## config.mk

```make
export PLATFORM = sky130hd
export DESIGN_NAME = logic_value_change_detector
export DESIGN_NICKNAME = d
export VERILOG_FILES = /design/src/rtl/core/lvcd_pkg.sv /design/src/rtl/core/lvcd_lane.sv /design/src/rtl/core/lvcd_pick.sv /design/src/rtl/core/lvcd_step_div.sv /design/src/rtl/core/logic_value_change_detector.sv
export SDC_FILE = /design/constraint.sdc
export NUM_CORES = 2
export LEC_CHECK = 0
export BUFFER_PORTS_ARGS = -buffer_cell sky130_fd_sc_hd__buf_2
export CAP_MARGIN = 30
export CORE_MARGIN = 8
export CORE_UTILIZATION = 35
export DETAILED_ROUTE_END_ITERATION = 10
export MAX_ROUTING_LAYER = met4
export SLEW_MARGIN = 0
export SYNTH_ARGS = -nofsm -noshare
export SYNTH_HDL_FRONTEND = slang
export SYNTH_SLANG_ARGS = --single-unit
```

## constraint.sdc

```tcl
create_clock -name clk -period 8.8 [get_ports clk]
set_input_delay 0.44 -clock clk [delete_from_list [all_inputs] [get_ports clk]]
set_output_delay 0.44 -clock clk [all_outputs]
set_load 0.005 [all_outputs]
```

## src/rtl/core/lvcd_pkg.sv

```systemverilog
// shared constants and types for the logic value change detector
`timescale 1ns / 1ps
package lvcd_pkg;

	localparam int CHANNELS_DEF = 64;
	localparam int SAMPLE_W     = 64;
	localparam int TIME_W       = 64;
	localparam int CH_W         = 6;
	localparam int CNT_W        = 7;
	localparam int RATE_W       = 32;
	localparam int STEP_W       = 30;
	localparam int DIV_STEPS    = STEP_W;
	localparam int DIV_CNT_W    = 5;
	localparam int LANE_W       = 8;
	localparam int TDATA_W      = 72;
	localparam int CFG_IDX_W    = 1;

	localparam logic [STEP_W-1:0] PERIOD_GHZ = 30'd1000000000;
	localparam logic [STEP_W-1:0] PERIOD_MHZ = 30'd1000000;
	localparam logic [STEP_W-1:0] PERIOD_KHZ = 30'd1000;

	// step for the reset rate of 1 Hz
	localparam logic [STEP_W-1:0] STEP_WHOLE_RST = PERIOD_KHZ;
	localparam logic [RATE_W-1:0] STEP_REM_RST   = '0;
	localparam logic [RATE_W-1:0] RATE_RST       = 32'd1;
	localparam logic [CNT_W-1:0]  CH_USE_RST     = 7'd64;

	localparam logic [CFG_IDX_W-1:0] REG_SAMPLE_RATE = 1'b0;
	localparam logic [CFG_IDX_W-1:0] REG_CHANNELS    = 1'b1;

	localparam logic OP_SAMPLE = 1'b0;
	localparam logic OP_END    = 1'b1;

	typedef struct packed {
		logic [STEP_W-1:0] whole;
		logic [RATE_W-1:0] rem;
	} step_t;

	typedef struct packed {
		logic            hit;
		logic [CH_W-1:0] chan;
		logic            level;
	} pick_t;

endpackage

```

## src/rtl/core/lvcd_lane.sv

```systemverilog
// one lane: lowest changed channel within an eight channel slice
`timescale 1ns / 1ps
module lvcd_lane (
	input  logic [lvcd_pkg::LANE_W-1:0] mask,
	input  logic [lvcd_pkg::LANE_W-1:0] bits,
	output lvcd_pkg::pick_t             res
);

	always_comb begin
		res = '0;
		for (int i = lvcd_pkg::LANE_W - 1; i >= 0; i--) begin
			if (mask[i]) begin
				res.hit   = 1'b1;
				res.chan  = lvcd_pkg::CH_W'(i);
				res.level = bits[i];
			end
		end
	end

endmodule

```

## src/rtl/core/lvcd_pick.sv

```systemverilog
// lanes side by side plus the merge that picks the lowest changed channel
`timescale 1ns / 1ps
module lvcd_pick #(
	parameter int CHANNELS = lvcd_pkg::CHANNELS_DEF
) (
	input  logic [CHANNELS-1:0] mask,
	input  logic [CHANNELS-1:0] bits,
	output lvcd_pkg::pick_t     res
);

	localparam int LANES = (CHANNELS + lvcd_pkg::LANE_W - 1) / lvcd_pkg::LANE_W;
	localparam int PAD_W = LANES * lvcd_pkg::LANE_W;

	logic [PAD_W-1:0] mask_pad;
	logic [PAD_W-1:0] bits_pad;
	lvcd_pkg::pick_t  lane_res [LANES];

	assign mask_pad = PAD_W'(mask);
	assign bits_pad = PAD_W'(bits);

	for (genvar l = 0; l < LANES; l++) begin : g_lane
		lvcd_lane u_lane (
			.mask (mask_pad[l*lvcd_pkg::LANE_W +: lvcd_pkg::LANE_W]),
			.bits (bits_pad[l*lvcd_pkg::LANE_W +: lvcd_pkg::LANE_W]),
			.res  (lane_res[l])
		);
	end

	// lowest lane with a hit wins
	always_comb begin
		res = '0;
		for (int l = LANES - 1; l >= 0; l--) begin
			if (lane_res[l].hit) begin
				res.hit   = 1'b1;
				res.chan  = lane_res[l].chan + lvcd_pkg::CH_W'(l * lvcd_pkg::LANE_W);
				res.level = lane_res[l].level;
			end
		end
	end

endmodule

```

## src/rtl/core/lvcd_step_div.sv

```systemverilog
// restoring divider that derives the time step from the sample rate
`timescale 1ns / 1ps
module lvcd_step_div (
	input  logic                          clk,
	input  logic                          arst_n,
	input  logic                          start,
	input  logic [lvcd_pkg::RATE_W-1:0]   rate,
	output logic                          busy,
	output lvcd_pkg::step_t               step
);

	logic [lvcd_pkg::STEP_W-1:0]    dvd_q;
	logic [lvcd_pkg::STEP_W-1:0]    quo_q;
	logic [lvcd_pkg::RATE_W-1:0]    rem_q;
	logic [lvcd_pkg::RATE_W-1:0]    div_q;
	logic [lvcd_pkg::DIV_CNT_W-1:0] cnt_q;
	logic                           busy_q;
	logic [lvcd_pkg::STEP_W-1:0]    period;
	logic [lvcd_pkg::RATE_W:0]      shifted;
	logic                           ge;
	logic [lvcd_pkg::RATE_W:0]      diff;

	always_comb begin
		if (rate > lvcd_pkg::RATE_W'(lvcd_pkg::PERIOD_MHZ)) begin
			period = lvcd_pkg::PERIOD_GHZ;
		end else if (rate > lvcd_pkg::RATE_W'(lvcd_pkg::PERIOD_KHZ)) begin
			period = lvcd_pkg::PERIOD_MHZ;
		end else begin
			period = lvcd_pkg::PERIOD_KHZ;
		end
	end

	assign shifted = {rem_q, dvd_q[lvcd_pkg::STEP_W-1]};
	assign ge      = shifted >= {1'b0, div_q};
	assign diff    = shifted - {1'b0, div_q};

	always_ff @(posedge clk or negedge arst_n) begin
		if (!arst_n) begin
			busy_q <= 1'b0;
			cnt_q  <= '0;
			quo_q  <= lvcd_pkg::STEP_WHOLE_RST;
			rem_q  <= lvcd_pkg::STEP_REM_RST;
		end else if (start) begin
			busy_q <= 1'b1;
			cnt_q  <= '0;
			quo_q  <= '0;
			rem_q  <= '0;
		end else if (busy_q) begin
			quo_q <= {quo_q[lvcd_pkg::STEP_W-2:0], ge};
			rem_q <= ge ? diff[lvcd_pkg::RATE_W-1:0] : shifted[lvcd_pkg::RATE_W-1:0];
			if (cnt_q == lvcd_pkg::DIV_CNT_W'(lvcd_pkg::DIV_STEPS - 1)) begin
				busy_q <= 1'b0;
			end else begin
				cnt_q <= cnt_q + 1'b1;
			end
		end
	end

	always_ff @(posedge clk) begin
		if (start) begin
			dvd_q <= period;
			div_q <= rate;
		end else if (busy_q) begin
			dvd_q <= {dvd_q[lvcd_pkg::STEP_W-2:0], 1'b0};
		end
	end

	assign busy       = busy_q;
	assign step.whole = quo_q;
	assign step.rem   = rem_q;

endmodule

```

## src/rtl/core/logic_value_change_detector.sv

```systemverilog
// top level: change detection, pending changes, time keeping and result register
// results pass the pending, then the result register; later ones one per cycle when not stalled
// throughput: one item per cycle while each causes at most one result and nothing stalls;
//   a sample with several changed channels holds the input until its last change is loaded
// a sample_rate write keeps both channels stalled while the step divider runs
// reset: previous sample and time clear, first sample reports all channels, rate 1, 64 channels
`timescale 1ns / 1ps
module logic_value_change_detector #(
	parameter int CHANNELS = lvcd_pkg::CHANNELS_DEF
) (
	input  logic                              clk,
	input  logic                              arst_n,
	input  logic                              s_tvalid,
	output logic                              s_tready,
	input  logic [lvcd_pkg::SAMPLE_W-1:0]     s_tdata,   // sample_bits
	input  logic                              s_tuser,   // op
	output logic                              m_tvalid,
	input  logic                              m_tready,
	output logic [lvcd_pkg::TDATA_W-1:0]      m_tdata,   // event_time, channel, level, zero pad
	output logic                              m_tuser,   // is_end_marker
	output logic                              m_tlast,
	input  logic                              cfg_valid,
	output logic                              cfg_ready,
	input  logic [lvcd_pkg::CFG_IDX_W-1:0]    cfg_index,
	input  logic [lvcd_pkg::RATE_W-1:0]       cfg_data
);

	logic [lvcd_pkg::RATE_W-1:0] rate_q;
	logic [lvcd_pkg::CNT_W-1:0]  ch_use_q;
	logic [CHANNELS-1:0]         prev_q;
	logic                        seen_q;
	logic [lvcd_pkg::TIME_W-1:0] time_whole_q;
	logic [lvcd_pkg::RATE_W-1:0] time_rem_q;

	logic [CHANNELS-1:0]         pend_mask_q;
	logic [CHANNELS-1:0]         pend_bits_q;
	logic [lvcd_pkg::TIME_W-1:0] pend_time_q;
	logic                        pend_end_q;

	logic                        m_valid_q;
	logic [lvcd_pkg::TIME_W-1:0] m_time_q;
	logic [lvcd_pkg::CH_W-1:0]   m_chan_q;
	logic                        m_level_q;
	logic                        m_end_q;
	logic                        m_last_q;

	logic                        div_busy;
	lvcd_pkg::step_t             step;
	lvcd_pkg::pick_t             pick;

	logic                        cfg_xfer;
	logic                        rate_wr;
	logic [lvcd_pkg::RATE_W-1:0] rate_new;
	logic                        in_xfer;
	logic [lvcd_pkg::CNT_W-1:0]  ch_n;
	logic [CHANNELS-1:0]         use_mask;
	logic [CHANNELS-1:0]         bits;
	logic [CHANNELS-1:0]         changed;
	logic [CHANNELS-1:0]         rest;
	logic                        pend_valid;
	logic                        load;
	logic                        load_last;
	logic                        pend_done;
	logic [lvcd_pkg::TIME_W-1:0] now;
	logic [lvcd_pkg::RATE_W:0]   rem_sum;
	logic                        rem_wrap;
	logic [lvcd_pkg::RATE_W:0]   rem_sub;

	lvcd_step_div u_step_div (
		.clk    (clk),
		.arst_n (arst_n),
		.start  (rate_wr),
		.rate   (rate_new),
		.busy   (div_busy),
		.step   (step)
	);

	lvcd_pick #(
		.CHANNELS (CHANNELS)
	) u_pick (
		.mask (pend_mask_q),
		.bits (pend_bits_q),
		.res  (pick)
	);

	// configuration
	assign cfg_ready = !div_busy;
	assign cfg_xfer  = cfg_valid && cfg_ready;
	assign rate_wr   = cfg_xfer && (cfg_index == lvcd_pkg::REG_SAMPLE_RATE);
	assign rate_new  = (cfg_data == '0) ? lvcd_pkg::RATE_RST : cfg_data;

	// channels in use, clamped to the built width
	assign ch_n = (ch_use_q > lvcd_pkg::CNT_W'(CHANNELS)) ? lvcd_pkg::CNT_W'(CHANNELS) : ch_use_q;

	always_comb begin
		for (int i = 0; i < CHANNELS; i++) begin
			use_mask[i] = lvcd_pkg::CNT_W'(i) < ch_n;
		end
	end

	assign bits    = s_tdata[CHANNELS-1:0];
	assign changed = seen_q ? ((bits ^ prev_q) & use_mask) : use_mask;

	// pending changes drain one per cycle into the result register unless the output stalls
	assign pend_valid = pend_end_q || (|pend_mask_q);
	assign rest       = pend_mask_q & (pend_mask_q - CHANNELS'(1));
	assign load       = pend_valid && (!m_valid_q || m_tready);
	assign load_last  = pend_end_q || (rest == '0);
	assign pend_done  = load && load_last;

	assign s_tready = !div_busy && (!pend_valid || pend_done);
	assign in_xfer  = s_tvalid && s_tready;

	// rounded time, half up
	assign now = time_whole_q + lvcd_pkg::TIME_W'({time_rem_q, 1'b0} >= {1'b0, rate_q});

	assign rem_sum  = {1'b0, time_rem_q} + {1'b0, step.rem};
	assign rem_wrap = rem_sum >= {1'b0, rate_q};
	assign rem_sub  = rem_sum - {1'b0, rate_q};

	always_ff @(posedge clk or negedge arst_n) begin
		if (!arst_n) begin
			rate_q       <= lvcd_pkg::RATE_RST;
			ch_use_q     <= lvcd_pkg::CH_USE_RST;
			prev_q       <= '0;
			seen_q       <= 1'b0;
			time_whole_q <= '0;
			time_rem_q   <= '0;
		end else begin
			if (cfg_xfer && (cfg_index == lvcd_pkg::REG_CHANNELS)) begin
				ch_use_q <= cfg_data[lvcd_pkg::CNT_W-1:0];
			end
			if (rate_wr) begin
				rate_q       <= rate_new;
				time_whole_q <= '0;
				time_rem_q   <= '0;
			end else if (in_xfer && (s_tuser == lvcd_pkg::OP_SAMPLE)) begin
				prev_q       <= bits;
				seen_q       <= 1'b1;
				time_whole_q <= time_whole_q + lvcd_pkg::TIME_W'(step.whole)
					+ lvcd_pkg::TIME_W'(rem_wrap);
				time_rem_q   <= rem_wrap ? rem_sub[lvcd_pkg::RATE_W-1:0]
					: rem_sum[lvcd_pkg::RATE_W-1:0];
			end
		end
	end

	always_ff @(posedge clk or negedge arst_n) begin
		if (!arst_n) begin
			pend_mask_q <= '0;
			pend_end_q  <= 1'b0;
		end else if (in_xfer) begin
			pend_end_q  <= (s_tuser == lvcd_pkg::OP_END);
			pend_mask_q <= (s_tuser == lvcd_pkg::OP_END) ? '0 : changed;
		end else if (load) begin
			pend_end_q  <= 1'b0;
			pend_mask_q <= pend_end_q ? pend_mask_q : rest;
		end
	end

	always_ff @(posedge clk) begin
		if (in_xfer) begin
			pend_bits_q <= bits;
			pend_time_q <= now;
		end
	end

	// result register
	always_ff @(posedge clk or negedge arst_n) begin
		if (!arst_n) begin
			m_valid_q <= 1'b0;
		end else if (load) begin
			m_valid_q <= 1'b1;
		end else if (m_tready) begin
			m_valid_q <= 1'b0;
		end
	end

	always_ff @(posedge clk) begin
		if (load) begin
			m_time_q  <= pend_time_q;
			m_chan_q  <= pend_end_q ? '0 : pick.chan;
			m_level_q <= pend_end_q ? 1'b0 : pick.level;
			m_end_q   <= pend_end_q;
			m_last_q  <= load_last;
		end
	end

	assign m_tvalid = m_valid_q;
	assign m_tdata  = lvcd_pkg::TDATA_W'({m_level_q, m_chan_q, m_time_q});
	assign m_tuser  = m_end_q;
	assign m_tlast  = m_last_q;

endmodule
```

=== Yosys cells after proc, flatten, opt, wreduce, memory -nomap -nowiden ===
Index checks and enable logic that the tools add are counted.

* ROM bits: 0
* Register bits: 597
* Input bits: 103
* Bits in latches: 0
* Memories kept: 0
* Logic and storage cells: 244
* Output and inout port bits: 77
* RAM bits: 0

* Mux-type cells: 103
* Reduce and logical (&&, ||, !) cells: 25
* $lt $le $gt $ge: 70
* $mul: 0
* Equal/unequal tests: 3
* Bitwise logic cells: 6
* Add/subtract/negate cells: 15
* Shift-type cells: 0
* Div/mod/pow operators: 0

{| class="wikitable"
|+ Operator list
! cell !! number
|-
| two-way mux 8 bit || 64
|-
| two-way mux 64 bit || 7
|-
| less-than comparator 6 x 7 -> 1 bit, first input constant || 32
|-
| two-way mux 32 bit || 7
|-
| two-way mux 30 bit || 5
|-
| adder 64 x 1 -> 64 bit || 2
|-
| AND 64 bit || 2
|-
| less-than comparator 5 x 7 -> 1 bit, first input constant || 16
|-
| >= comparator 33 x 32 -> 1 bit || 3
|-
| adder 64 x 30 -> 64 bit || 1
|-
| logical NOT 64 bit || 1
|-
| OR reduction 64 bit || 1
|-
| subtractor 32 bit || 2
|-
| subtractor 64 x 1 -> 64 bit, second input constant || 1
|-
| XOR 64 bit || 1
|-
| two-way mux 7 bit || 9
|-
| less-than comparator 4 x 7 -> 1 bit, first input constant || 8
|-
| adder 32 x 32 -> 33 bit || 1
|-
| > comparator 32 x 10 -> 1 bit, second input constant || 1
|-
| > comparator 32 x 20 -> 1 bit, second input constant || 1
|-
| logical NOT 32 bit || 1
|-
| less-than comparator 3 x 7 -> 1 bit, first input constant || 4
|-
| adder 6 bit, second input constant || 4
|-
| two-way mux 20 bit || 1
|-
| 17 further kinds || 47
|}

=== Depth between registers and ports, before layout ===
* Word-level depth: 17
* Gate-level depth with buffers: 37
* Depth with buffers taken out: 34

=== Cells and area by module ===
Synthesis repeated with hierarchy kept, for this count alone.

* Cell total of the unflattened synthesis: 3675
* Area, all modules: 35341.4 µm²

{| class="wikitable"
|+ Modules (own cells, without submodules)
! module !! instances !! cells an instance !! seq. area each (µm²) !! area each (µm²)
|-
| logic_value_change_detector || 1 || 2609 || 12694.7 || 26294.0
|-
| lvcd_step_div || 1 || 720 || 3480.8 || 7070.5
|-
| lvcd_lane || 8 || 32 || 0.0 || 167.7
|-
| lvcd_pick || 1 || 90 || 0.0 || 635.6
|}

=== Worst setup path before layout ===
OpenSTA, ideal clock, no wires.

* Path kind: register to register
* Start point: register pend_mask_q[19]
* End point: register pend_mask_q[39]
* Buffers on the path: 5
* Clock period less this slack: 7834 ps
* Setup time: 333 ps
* Arrival time: 7501 ps
* Stages on the path, launching flop included: 16
* Slack: 966 ps
* Required time: 8467 ps
* Path through: dfrtp_1 > buf_6 > or4_4 > or3_1 > buf_2 > or3_1 > or2_1 > o31a_1 > or3_1 > nor4_2 > a21oi_1 > buf_2 > inv_2 > buf_2 > buf_1 > o21ai_0

* Longest elaborated chain between the ends: 10
* Elaborated cells on any way between the ends: 18
* Those cells by class: 1 x add/sub; 1 x eq/ne; 3 x mux; 1 x bitwise; 12 x reduce/logical

{| class="wikitable"
|+ Ends and longest elaborated chain
! item !! line !! source
|-
| from (decl) || logic_value_change_detector.sv:35 || <nowiki>logic [CHANNELS-1:0] pend_mask_q;</nowiki>
|-
| from (signal assigned) || logic_value_change_detector.sv:154 || <nowiki>pend_mask_q <= (s_tuser == lvcd_pkg::OP_END) ? '0 : changed;</nowiki>
|-
| from (signal assigned) || logic_value_change_detector.sv:157 || <nowiki>pend_mask_q <= pend_end_q ? pend_mask_q : rest;</nowiki>
|-
| subtractor 64 x 1 -> 64 bit || logic_value_change_detector.sv:106 || <nowiki>assign rest = pend_mask_q & (pend_mask_q - CHANNELS'(1));</nowiki>
|-
| AND 64 bit || logic_value_change_detector.sv:106 ||
|-
| logical NOT 64 bit || logic_value_change_detector.sv:108 || <nowiki>assign load_last = pend_end_q || (rest == '0);</nowiki>
|-
| logical OR 1 bit || logic_value_change_detector.sv:108 ||
|-
| logical AND 1 bit || logic_value_change_detector.sv:109 || <nowiki>assign pend_done = load && load_last;</nowiki>
|-
| logical OR 1 bit (*) || logic_value_change_detector.sv:111 || <nowiki>assign s_tready = !div_busy && (!pend_valid || pend_done);</nowiki>
|-
| logical AND 1 bit (*) || logic_value_change_detector.sv:111 ||
|-
| logical AND 1 bit (*) || logic_value_change_detector.sv:112 || <nowiki>assign in_xfer = s_tvalid && s_tready;</nowiki>
|-
| named net in_xfer || logic_value_change_detector.sv:54 || <nowiki>logic in_xfer;</nowiki>
|-
| inequality test 2 x 1 -> 1 bit (no line) or nonzero test 2 bit (tied branches) || -- ||
|-
| AND reduction 2 bit (no line) || -- ||
|}

Mark *: on every way through the listed nets, which the timed path passes. The rest lies on a longest branch. The select of a mux whose other input is x is not followed.
A chain may end at the register's enable or synchronous reset.

=== Worst setup path after layout ===
* Start point: register u_step_div.rem_q[0] (netlist name)
* End point: register time_whole_q[54] (netlist name)

* Longest elaborated chain between the ends: 5

{| class="wikitable"
|+ Ends and longest elaborated chain
! item !! line !! source
|-
| from (decl) || lvcd_step_div.sv:14 || <nowiki>logic [lvcd_pkg::RATE_W-1:0] rem_q;</nowiki>
|-
| from (signal assigned) || lvcd_step_div.sv:42 || <nowiki>rem_q <= lvcd_pkg::STEP_REM_RST;</nowiki>
|-
| from (signal assigned) || lvcd_step_div.sv:50 || <nowiki>rem_q <= ge ? diff[lvcd_pkg::RATE_W-1:0] : shifted[lvcd_pkg::RATE_W-1:0];</nowiki>
|-
| adder 32 x 32 -> 33 bit || logic_value_change_detector.sv:117 || <nowiki>assign rem_sum = {1'b0, time_rem_q} + {1'b0, step.rem};</nowiki>
|-
| >= comparator 33 x 32 -> 1 bit || logic_value_change_detector.sv:118 || <nowiki>assign rem_wrap = rem_sum >= {1'b0, rate_q};</nowiki>
|-
| adder 64 x 1 -> 64 bit || logic_value_change_detector.sv:141 || <nowiki>+ lvcd_pkg::TIME_W'(rem_wrap);</nowiki>
|-
| two-way mux 64 bit || logic_value_change_detector.sv:137 || <nowiki>end else if (in_xfer && (s_tuser == lvcd_pkg::OP_SAMPLE)) begin</nowiki>
|-
| two-way mux 64 bit || logic_value_change_detector.sv:133 || <nowiki>if (rate_wr) begin</nowiki>
|-
| to (signal assigned) || logic_value_change_detector.sv:140 || <nowiki>time_whole_q <= time_whole_q + lvcd_pkg::TIME_W'(step.whole)</nowiki>
|-
| to (decl) || logic_value_change_detector.sv:32 || <nowiki>logic [lvcd_pkg::TIME_W-1:0] time_whole_q;</nowiki>
|}

No other way between the ends. The select of a mux whose other input is x is not followed.

==> flow_metrics.py <==
metrics = {
    "sta": {
        "timing.hold.ws_ns": 0.04181,
        "clock.fmax_ghz": 0.1225,
        "worst_relative_slew_slack": 0.3617,
        "setup_total_negative_slack_ns": 0,
        "tightest_slew_ns": 0.9574,
        "slew_limit_fails": 0,
        "rsz0062_at_grt": "false",
        "setup-violations-final": 0,
        "hold_violations": 0,
        "finalCritPeriodShare": 0.9273,
        "clock_skew_ns": 0.05124,
        "post-route-min-period_ns": 8.160,
    },
    "detailed_routing": {
        "remaining_drc_errors": 0,
        "postRouteWirelength_mm": 96.97,
        "routed_wire_length_per_instance_um": 19.59,
        "first_pass_iters": 5,
        "drt_iter0_drc": 2199,
        "route.antenna.remaining_nets": 0,
        "vias": 26979,
        "post_drt_via_cell_ratio": 5.451,
    },
    "min_path": {
        "hold_depth": 1,
        "hold_class": "input pin to flop",
    },
    "logic_synthesis": {
        "yosysWarnings": 0,
        "synth.cell_area_um2": 33970,
        "ys_dominant_reg_cell": "sky130_fd_sc_hd__dfrtp_1",
        "async_reset_ff_frac": 0.5623,
        "synth_nets": 3717,
        "number_of_register_bits_inferred_by_synthesis": 594,
        "number_of_flops_mapped_to_enable_cells_by_yosys": 260,
        "seq_total_area_yosys": 0.4762,
        "syn_avg_cell_area_um2": 9.850,
        "synthDistinctLibCells": 82,
        "instance_count_of_the_mapped_netlist": 3449,
    },
    "critical_path": {
        "worst_path_largest_cell_delay_ns": 0.60,
        "worst-r2r-cell-count": 31,
        "timing_worst_setup_path_type": "flop to flop",
        "worst_ep_arrival_time_ns": 8.74,
        "reg2reg_setup_slack_ns": 0.64,
        "crit_path_max_fanout": 19,
        "worstSetupEndpointType": "flop",
        "crit_slowest_cell": "sky130_fd_sc_hd__or4b_2",
        "timing.critical_path.from_type": "flop",
        "critPathRequiredTime_ns": 9.38,
    },
    "place": {
        "globalplace.congestion": 0.9202,
        "place.port_buffers": 178,
        "dp_hpwl_mm": 69.44,
    },
    "cts": {
        "cts_tree": "built",
        "numCtsBuffers": 71,
        "max-clock-path-buffers": 3,
        "clk_pin_slew_worst_paths_ns": 0.06,
        "cts_sinks": 594,
        "number_of_levels_in_the_clock_h_tree": 3,
        "clock_latency_at_the_later_pin_of_the_worst_skew_pair_ns": 0.66,
        "clock-root-buffer": "sky130_fd_sc_hd__clkbuf_16",
    },
    "floorplanning": {
        "pin_count": 180,
        "design.die.area_um2": 107300,
        "die_w_um": 327.5,
        "fp-row-count": 114,
        "fp.dieH_um": 327.5,
        "core_area_um2": 96420,
        "start_util": 0.3523,
    },
    "grt": {
        "global_route.overflow_total": 0,
        "grt_antenna_before_repair": 2,
        "grt_use_total": 0.1813,
        "largest_net_degree_at_the_start_of_global_routing": 92,
        "grt_pass1_wl_mm": 153.4,
        "first_global_vias": 26498,
    },
    "layout": {
        "flow.area_growth_from_synthesis_pct": 15.56,
        "layout_common_cells": "sky130_fd_sc_hd__nand2_1, sky130_fd_sc_hd__dfrtp_1, sky130_fd_sc_hd__o21ai_0",
        "layout_commonest_cell": "sky130_fd_sc_hd__nand2_1",
        "fin_nets": 3880,
        "share_of_layout_cells_above_drive_strength_1": 0.1324,
    },
    "run_status": {
        "run_status": "complete, no violations",
    },
    "flow_run": {
        "drv.max_cap_violation_count": 0,
    },
}
through the flow:
step	std cells	utilization	cell area, µm²	worst slack (ns)
after floorplan	3449	-	33970	0.9657
after global placement	4747	0.3741	36070	0.5091
after detailed placement	4752	0.3749	36140	0.2407
after CTS	4944	0.4064	39190	0.2230
after global routing	4948	0.4071	39250	0.09664
final	4949	0.4071	39260	0.6397
Yosys cell counts, types with 25 or more instances:
cell,number,share of area
sky130_fd_sc_hd__a211oi_1,38,0.0084
sky130_fd_sc_hd__a21o_1,63,0.014
sky130_fd_sc_hd__a21oi_1,220,0.032
sky130_fd_sc_hd__a221o_1,38,0.011
sky130_fd_sc_hd__and3_1,26,0.0048
sky130_fd_sc_hd__clkbuf_1,169,0.019
sky130_fd_sc_hd__dfrtp_1,326,0.24
sky130_fd_sc_hd__edfxtp_1,260,0.23
sky130_fd_sc_hd__ha_1,160,0.059
sky130_fd_sc_hd__inv_1,131,0.014
sky130_fd_sc_hd__mux2_2,72,0.024
sky130_fd_sc_hd__nand2_1,353,0.039
sky130_fd_sc_hd__nand2b_1,32,0.0059
sky130_fd_sc_hd__nand3_1,96,0.014
sky130_fd_sc_hd__nand4_1,46,0.0085
sky130_fd_sc_hd__nor2_1,268,0.030
sky130_fd_sc_hd__nor2b_1,44,0.0081
sky130_fd_sc_hd__nor3_1,69,0.010
sky130_fd_sc_hd__nor4_1,34,0.0063
sky130_fd_sc_hd__o211ai_1,35,0.0077
sky130_fd_sc_hd__o21a_1,31,0.0069
sky130_fd_sc_hd__o21ai_0,270,0.040
sky130_fd_sc_hd__o311ai_0,25,0.0064
sky130_fd_sc_hd__o31ai_1,28,0.0062
sky130_fd_sc_hd__or3_1,33,0.0061
sky130_fd_sc_hd__xnor2_1,174,0.045
sky130_fd_sc_hd__xor2_1,67,0.017
area by class of cell:
cell class	instances	area (µm²)
fill	9529	57170
multi-input combinational	2526	16610
sequential	594	16180
timing repair buffer	286	1914
clock buffer	85	1849
tap	1276	1597
clock inverter	47	594.3
inverter	133	509.2
antenna	2	5.005
cell families (layout without fill, tap and decap cells):
logic type,Yosys count,after routing,share of synthesized area
simple gates,1093,1093,0.1533
compound gates,929,929,0.1774
flops,594,594,0.4762
buf+inv,329,551,0.03779
xor+xnor,241,241,0.06213
fa+ha+maj,166,166,0.06217
mux,96,96,0.03094
other cells,1,3,0.0001104
final timing paths:
kind,start,endpoint
worst max register to register,u_step_div.rem_q[0]$_DFFE_PN0P_,time_whole_q[54]$_DFFE_PN0P_
worst max-delay path,u_step_div.rem_q[0]$_DFFE_PN0P_,time_whole_q[54]$_DFFE_PN0P_
worst min register to register,pend_time_q[28]$_DFFE_PP_,m_time_q[28]$_DFFE_PP_
min in group asynchronous,arst_n,pend_mask_q[31]$_DFFE_PN0P_
worst min-delay path,cfg_data[22],u_step_div.div_q[22]$_DFFE_PP_
max in group asynchronous,arst_n,time_rem_q[21]$_DFFE_PN0P_
repair_timing:
action,CTS,global route
gates resized for setup,0,5
endpoints found under the hold margin,151,0
buffers inserted,0,2
hold buffers,60,0
setup endpoints to repair,0,19
flip-flops by register name (all words and copies together) (netlist names), 5 cells and up:
register          count
pend_mask_q          64
time_whole_q         64
ch_use_q              7
prev_q               64
u_step_div.dvd_q     27
u_step_div.quo_q     30
time_rem_q           32
m_chan_q              6
u_step_div.rem_q     32
pend_bits_q          64
rate_q               32
pend_time_q          64
u_step_div.cnt_q      5
m_time_q             64
u_step_div.div_q     32
critical path, delay by kind of cell (launching register included):
family,cells,cell delay (ns)
AO/OA/AOI/OAI,16,3.59
adder cells (fa/ha/maj),5,1.49
buffers and inverters,2,0.24
flip-flops,1,0.42
AND/OR/NAND/NOR,8,2.36
layer usage:
| layer | GRT usage | wire (µm) | part of all wire |
|---|---|---|---|
| met2 | 0.2840 | 44730 | 0.46 |
| met1 | 0.2420 | 44850 | 0.46 |
| met4 | 0.05269 | 2288 | 0.024 |
| met3 | 0.02984 | 5110 | 0.053 |
| met5 | - | 0 | 0 |
Power is left out: the tool's default activity adds up to more than one toggle a clock period on the data nets, which glitch-free logic cannot reach.
